$ cat src/rtl/core/w1d_pkg.sv
// Shared types, constants and status codes of the one-dimensional earth mover's distance block.
// It has no dependencies.
package w1d_pkg;
    localparam int MAX_POINTS = 1024;
    localparam int POS_BITS   = 16;
    localparam int FRAC_BITS  = 16;
    localparam int AW = $clog2(MAX_POINTS);
    localparam int CW = AW + 1;
    localparam int TW = 16 + CW;
    localparam int NW = 64 + 2 * TW + FRAC_BITS;

    localparam logic [1:0] ST_OK    = 2'd0;
    localparam logic [1:0] ST_EMPTY = 2'd1;
    localparam logic [1:0] ST_OVFL  = 2'd2;

    typedef struct packed {
        logic [15:0]         wt;
        logic [POS_BITS-1:0] pos;
    } t_point;
endpackage

$ cat src/rtl/core/w1d_divider.sv
// Restoring divider for the final scaled sum, one quotient bit per cycle.
// It depends on w1d_pkg.
module w1d_divider import w1d_pkg::*; (
    input  logic              i_clk,
    input  logic              i_rst_n,
    input  logic              i_go,
    input  logic [NW-1:0]     i_num,
    input  logic [2*TW-1:0]   i_den,
    output logic              o_done,
    output logic [31:0]       o_quot
);
    localparam int SW = $clog2(NW + 1);
    logic [NW-1:0]   r_num;
    logic [2*TW:0]   r_rem;
    logic [NW-1:0]   r_q;
    logic [2*TW-1:0] r_den;
    logic [SW-1:0]   r_cnt;
    logic            r_busy;
    logic            r_done;
    logic [2*TW:0]   w_sh;
    logic            w_ge;

    assign w_sh = {r_rem[2*TW-1:0], r_num[NW-1]};
    assign w_ge = w_sh >= {1'b0, r_den};

    always_ff @(posedge i_clk) begin
        if (!i_rst_n) begin
            r_busy <= 1'b0;
            r_done <= 1'b0;
        end else begin
            r_done <= 1'b0;
            if (i_go) begin
                r_busy <= 1'b1;
                r_cnt  <= SW'(NW);
                r_num  <= i_num;
                r_den  <= i_den;
                r_rem  <= '0;
                r_q    <= '0;
            end else if (r_busy) begin
                r_num <= r_num << 1;
                r_rem <= w_ge ? w_sh - {1'b0, r_den} : w_sh;
                r_q   <= {r_q[NW-2:0], w_ge};
                r_cnt <= r_cnt - 1'b1;
                if (r_cnt == SW'(1)) begin
                    r_busy <= 1'b0;
                    r_done <= 1'b1;
                end
            end
        end
    end

    assign o_done = r_done;
    assign o_quot = (|r_q[NW-1:32]) ? 32'hFFFF_FFFF : r_q[31:0];
endmodule
$ cat config.mk
export PLATFORM = sky130hd
export DESIGN_NAME = w1d_divider
export DESIGN_NICKNAME = d
export VERILOG_FILES = /design/src/rtl/core/w1d_pkg.sv /design/src/rtl/core/w1d_divider.sv
export SDC_FILE = /design/constraint.sdc
export NUM_CORES = 1
export LEC_CHECK = 0
export BUFFER_PORTS_ARGS = -buffer_cell sky130_fd_sc_hd__buf_4
export CAP_MARGIN = 5
export CORE_MARGIN = 4
export CORE_UTILIZATION = 40
export CTS_CLUSTER_DIAMETER = 200
export DETAILED_ROUTE_END_ITERATION = 6
export GPL_ROUTABILITY_DRIVEN = 0
export HOLD_SLACK_MARGIN = 0.12
export PLACE_DENSITY = 0.7
export SLEW_MARGIN = 20
export SYNTH_ARGS = -nofsm -noshare
export SYNTH_HDL_FRONTEND = slang
export SYNTH_SLANG_ARGS = --single-unit
$ cat constraint.sdc
create_clock -name i_clk -period 26.8 [get_ports i_clk]
set_clock_uncertainty 0.15 [all_clocks]
set_input_delay 1.34 -clock i_clk [delete_from_list [all_inputs] [get_ports i_clk]]
set_output_delay 1.34 -clock i_clk [all_outputs]
set_load 0.1 [all_outputs]
# Yosys cells after proc, flatten, opt, wreduce, memory -nomap -nowiden
# Cells that the tools add are included.
# Widths: inputs -> output; s select.
[word_totals]
ff_bits = 386
input_bits = 191
latchBits = 0
memories = 0
mem_bits_rw = 0
romBits = 0
[op_classes]
muxes = 11
n_div = 0
add_sub_neg = 2
multipliers = 0
bitwise = 2
n_eq_ne = 1
reduce_logical = 5
shifts = 0
magnitude_cmp = 1
[ops]
columns = ["op", "count"]
rows = [
  ["$mux 134", 3],
  ["$mux 54", 2],
  ["$reduce_or 102->1", 1],
  ["$ge 55x54->1", 1],
  ["$sub 54x54->54", 1],
  ["$mux 32", 1],
  ["$eq 8x1->1 const B", 1],
  ["$mux 8", 1],
  ["$sub 8x1->8 const B", 1],
  ["$mux 1", 4],
  ["$reduce_and 2->1", 2],
  ["$reduce_or 3->1", 1],
  ["$not 1->1", 2],
  ["$reduce_bool 2->1", 1],
]

# Logic depth before layout (Yosys ltp)
[logic_depth]
word_depth = 4
mapped_depth = 14
mapped_depth_nobuf = 14

# Least setup slack after synthesis
# No wires, ideal clock.
[synth_timing]
path_type = "input to register"
from = "input port i_go"
to = "register r_cnt[0], enable pin"
required_time_ps = 25926
t_arrival_ps = 9312
slack_ps = 16615
cell_stages = 3
cell_sequence = "clkbuf_1 > clkbuf_1 > o21a_1"
[synth_between]
elab_chain_len = 2
[synth_lines]
columns = ["element", "line", "rtl"]
rows = [
  ["from (decl)", "w1d_divider.sv:6", "input logic i_go,"],
  ["$reduce_bool 2->1 (no line)", "-", ""],
  ["$reduce_and 2->1 (no line)", "-", ""],
  ["to (signal assigned)", "w1d_divider.sv:34", "r_cnt <= SW'(NW);"],
  ["to (signal assigned)", "w1d_divider.sv:43", "r_cnt <= r_cnt - 1'b1;"],
  ["to (decl)", "w1d_divider.sv:17", "logic [SW-1:0] r_cnt;"],
]
# Every way passes these cells.
# A chain may end at the register's enable or synchronous reset.

# Worst setup path in the final report
[layout_timing]
from = "register r_q[35]"
to = "output port o_quot[20]"
[layout_between]
elab_chain_len = 2
[layout_lines]
columns = ["element", "line", "rtl"]
rows = [
  ["from (decl)", "w1d_divider.sv:15", "logic [NW-1:0] r_q;"],
  ["from (signal assigned)", "w1d_divider.sv:42", "r_q <= {r_q[NW-2:0], w_ge};"],
  ["$reduce_or 102->1", "w1d_divider.sv:53", "assign o_quot = (|r_q[NW-1:32]) ? 32'hFFFF_FFFF : r_q[31:0];"],
  ["$mux 32", "w1d_divider.sv:53", ""],
  ["to (decl)", "w1d_divider.sv:10", "output logic [31:0] o_quot"],
]
# Every way passes these cells.

==> results.md <==
* Status: completed
* Worst slew pin tran at roughly 1000 ps
* RSZ-0062 raised after global routing: false
* Critical Path Fanout Max at 32
* Final hold violations at 0
* DRT iter0 DRCs at 775
* Critical Path Slowest Stage Cell: nand3_1
* WP data arrival at ~3300 ps
* Met1 WL at between 15 and 20 mm
* Avg Inst Size Synth at ~13 um2
* Synth top area share at 0.613
* Synth Net Count at around 1700
* Clock Latency Late Sink at around 570 ps
* Critical path capture point type: primary output
* Routed vias at approximately 12000
* CTS Buf Count at 44
* Period utilisation layout at 0.177
* Pwr Density at between 70 and 80 nW/um2
* Max Cap Viol at 0
* Peak supply drop at 0.0508 mV
* Top layer in use: met5
* Share of layout cells above drive strength 1 at 0.277
* Total routed wirelength at 39.9 mm
* Post-route minimum period at 4750 ps
* Setup_tns at 0 ps
* CP startpoint: r_q[35]
* Root buf cell: clkbuf_16
* Seq pwr share at 0.458
* Final ANT Viol Nets at 0
* Average vias per placed instance at 5.17
* Worst Path Class, Setup: flop to primary output
* Critical Path, Cell by Cell: nor4_1, nand4_1, nor4_1, nand3_1, or2_2, buf_4
* Worst Min Path Start: r_busy
* R2R Setup Slk at between 20000 and 25000 ps
* CTS H-Tree Depth at 2
* Synth cell types at 62
* Sw power at between 0.0004 and 0.0005 W
* Max incr delay on CP at ~650 ps
* Dominant cell type by area after synthesis: edfxtp_1
* Type of the most critical hold path: flop to flop
* Fin nets at around 1900
* Die Span Y at roughly 220 um
* Largest cells by area after synthesis: edfxtp_1, mux2_2, nor2b_1, ha_1, nand2_1
* Register area share after synthesis at 0.615
* Gr usage total at 0.154
* Area of the core at between 40000 and 50000 um2
* Total gr overflow at 0
* List of most frequent post-synthesis cells: edfxtp_1, nand2_1, nor2b_1
* Met2 WL at 18.1 mm
* # hold bufs at CTS at 0
* Post-synth EDFFs at roughly 380
* Count leader, synth: edfxtp_1
* Largest net degree at the start of global routing at 97
* Comb power frac at 0.150
* Slew HR at 0.317
* Die ar. at between 50000 and 60000 um2
* Worst-path clk slew at ~60 ps
* Fmax at 0.210 GHz
* Clock power share at 0.392
* Die width at 225 um
* CTS max path bufs at 3
* WP data required at 25310 ps
* Post-Syn Area at approximately 19000 um2
* # resized after CTS at 0
* YS warnings at 0
* Wire length per cell at around 17 um
* Ys async rst share at 0
* Top_reg_cell synth: edfxtp_1
* Number of core rows at ~80
* Vias in the first global route at around 12000
* DRC viols at 0
* TritonCTS Sinks at between 300 and 400
* First-pass GRT wire length at 63.4 mm
* Port Buffers at 223
* Ant diodes at 0
* Num ports at 224
* Switching Share at 0.250
* Area grow syn2layout at 19.9%
* Worst setup margin at 22050 ps
* Most frequent CP cell: nor4_1
* Post-CTS setup buffer count at 0
* Worst r2r src: r_num[133]
* Worst slack, placed at 21350 ps
* Core Util, Final at 0.485
* Mapped Cells at 1481
* Crit start category: flop
* Pint at about 0.0012 W
* CTS tree: built
* Met3 routed WL at ~3 mm
* HPWL after detailed placement at about 27 mm
* P_leak at around 8.4 nW
* First-pass DRT Iterations at 6
* Max-slew violation count at 0
* Number of synthesized register bits at approximately 390
* Starting Density at 0.404
* Final setup fails at 0
* Initial antenna violation count at 4
## logic make-up after synthesis
| kind of cell | after synthesis | synth area share |
|---|---|---|
| and+or+nand+nor | 474 | 0.134 |
| DFF | 386 | 0.615 |
| AOI/OAI and AO/OA | 232 | 0.0779 |
| buffers and inverters | 145 | 0.0305 |
| muxes | 133 | 0.0796 |
| adders and majority gates | 57 | 0.0383 |
| xor gates and xnor gates | 54 | 0.0251 |
## worst paths after layout
| path | to | depth (start not counted) |
|---|---|---|
| hold reg to reg | o_done | 1 |
| setup / recovery | o_quot[20] | 6 |
| hold / removal | o_done | 1 |
| setup reg to reg | r_rem[46] | 14 |
## cell usage in the layout (no fill, tap or decap), types with 4 or more instances in the layout
| cell | instances |
|---|---|
| nor4_1 | 31 |
| or3_1 | 4 |
| clkbuf_1 | 5 |
| o21a_1 | 5 |
| a31oi_1 | 8 |
| and2_1 | 6 |
| xor2_1 | 13 |
| clkbuf_16 | 44 |
| xnor2_1 | 41 |
| a221oi_1 | 5 |
| a21o_1 | 28 |
| o21ai_1 | 5 |
| a211oi_1 | 13 |
| bufinv_16 | 8 |
| edfxtp_1 | 384 |
| and4_1 | 4 |
| o21ai_0 | 23 |
| a21oi_1 | 99 |
| mux2_2 | 133 |
| clkinv_1 | 8 |
| nor2b_1 | 138 |
| o211ai_1 | 4 |
| or2_2 | 33 |
| nand2b_1 | 6 |
| inv_1 | 72 |
| nand3_1 | 16 |
| buf_4 | 228 |
| nand2_1 | 138 |
| nand4_1 | 20 |
| and3_1 | 5 |
| nor3_1 | 13 |
| clkinv_2 | 6 |
| clkinvlp_4 | 5 |
| ha_1 | 56 |
| or4_1 | 4 |
| o21bai_1 | 10 |
| nor2_1 | 45 |
## sequential cells by signal (all words and copies together), names as in the netlist
name / cells
r_den: 54
r_rem: 54
r_cnt: 8
o_done: 1
r_num: 134
r_q: 134
r_busy: 1
## routing by layer
layer,vias to the layer above,GRT usage
li1,5841,-
met1,5807,0.209
met2,302,0.240
met3,70,0.0455
met4,6,0.0498
met5,-,0
## per-stage QoR
stage	hold slack [ps]	std cells	total power, W	instance area [um2]
floorplan	346	1481	0.000929	18800
global placement	379	2249	0.000983	21000
detailed placement	379	2249	0.000989	21000
CTS	393	2328	0.00163	22600
global route	401	2328	0.00169	22600
finish	391	2328	0.00161	22600
## power groups by stage
| stage | logic (W) | clock network (W) | registers [W] |
|---|---|---|---|
| 2_1_floorplan | 0.000178 | 0 | 0.000752 |
| 3_3_place_gp | 0.000235 | 0 | 0.000748 |
| 3_5_place_dp | 0.000239 | 0 | 0.000749 |
| 4_1_cts | 0.000242 | 0.000651 | 0.000738 |
| 5_1_grt | 0.000270 | 0.000675 | 0.000741 |
| 6_report | 0.000241 | 0.000632 | 0.000737 |
## cell type report
type                    instances  area, um2
flip-flops and latches        386      11600
multi-input cells             950       6680
repair buffers                231       1750
well taps                     607        759
fillers                      4088      24000
inverters                      75        282
clock buffers                  49       1120
clock inverters                30        402
## worst max-delay path: cells and delay by family (launching register included)
family,cells,cell delay (ps)
flip-flops,1,400
buffers and inverters,1,240
AND/OR/NAND/NOR,5,2040
No activity file was read; power rests on OpenSTA's default activity.
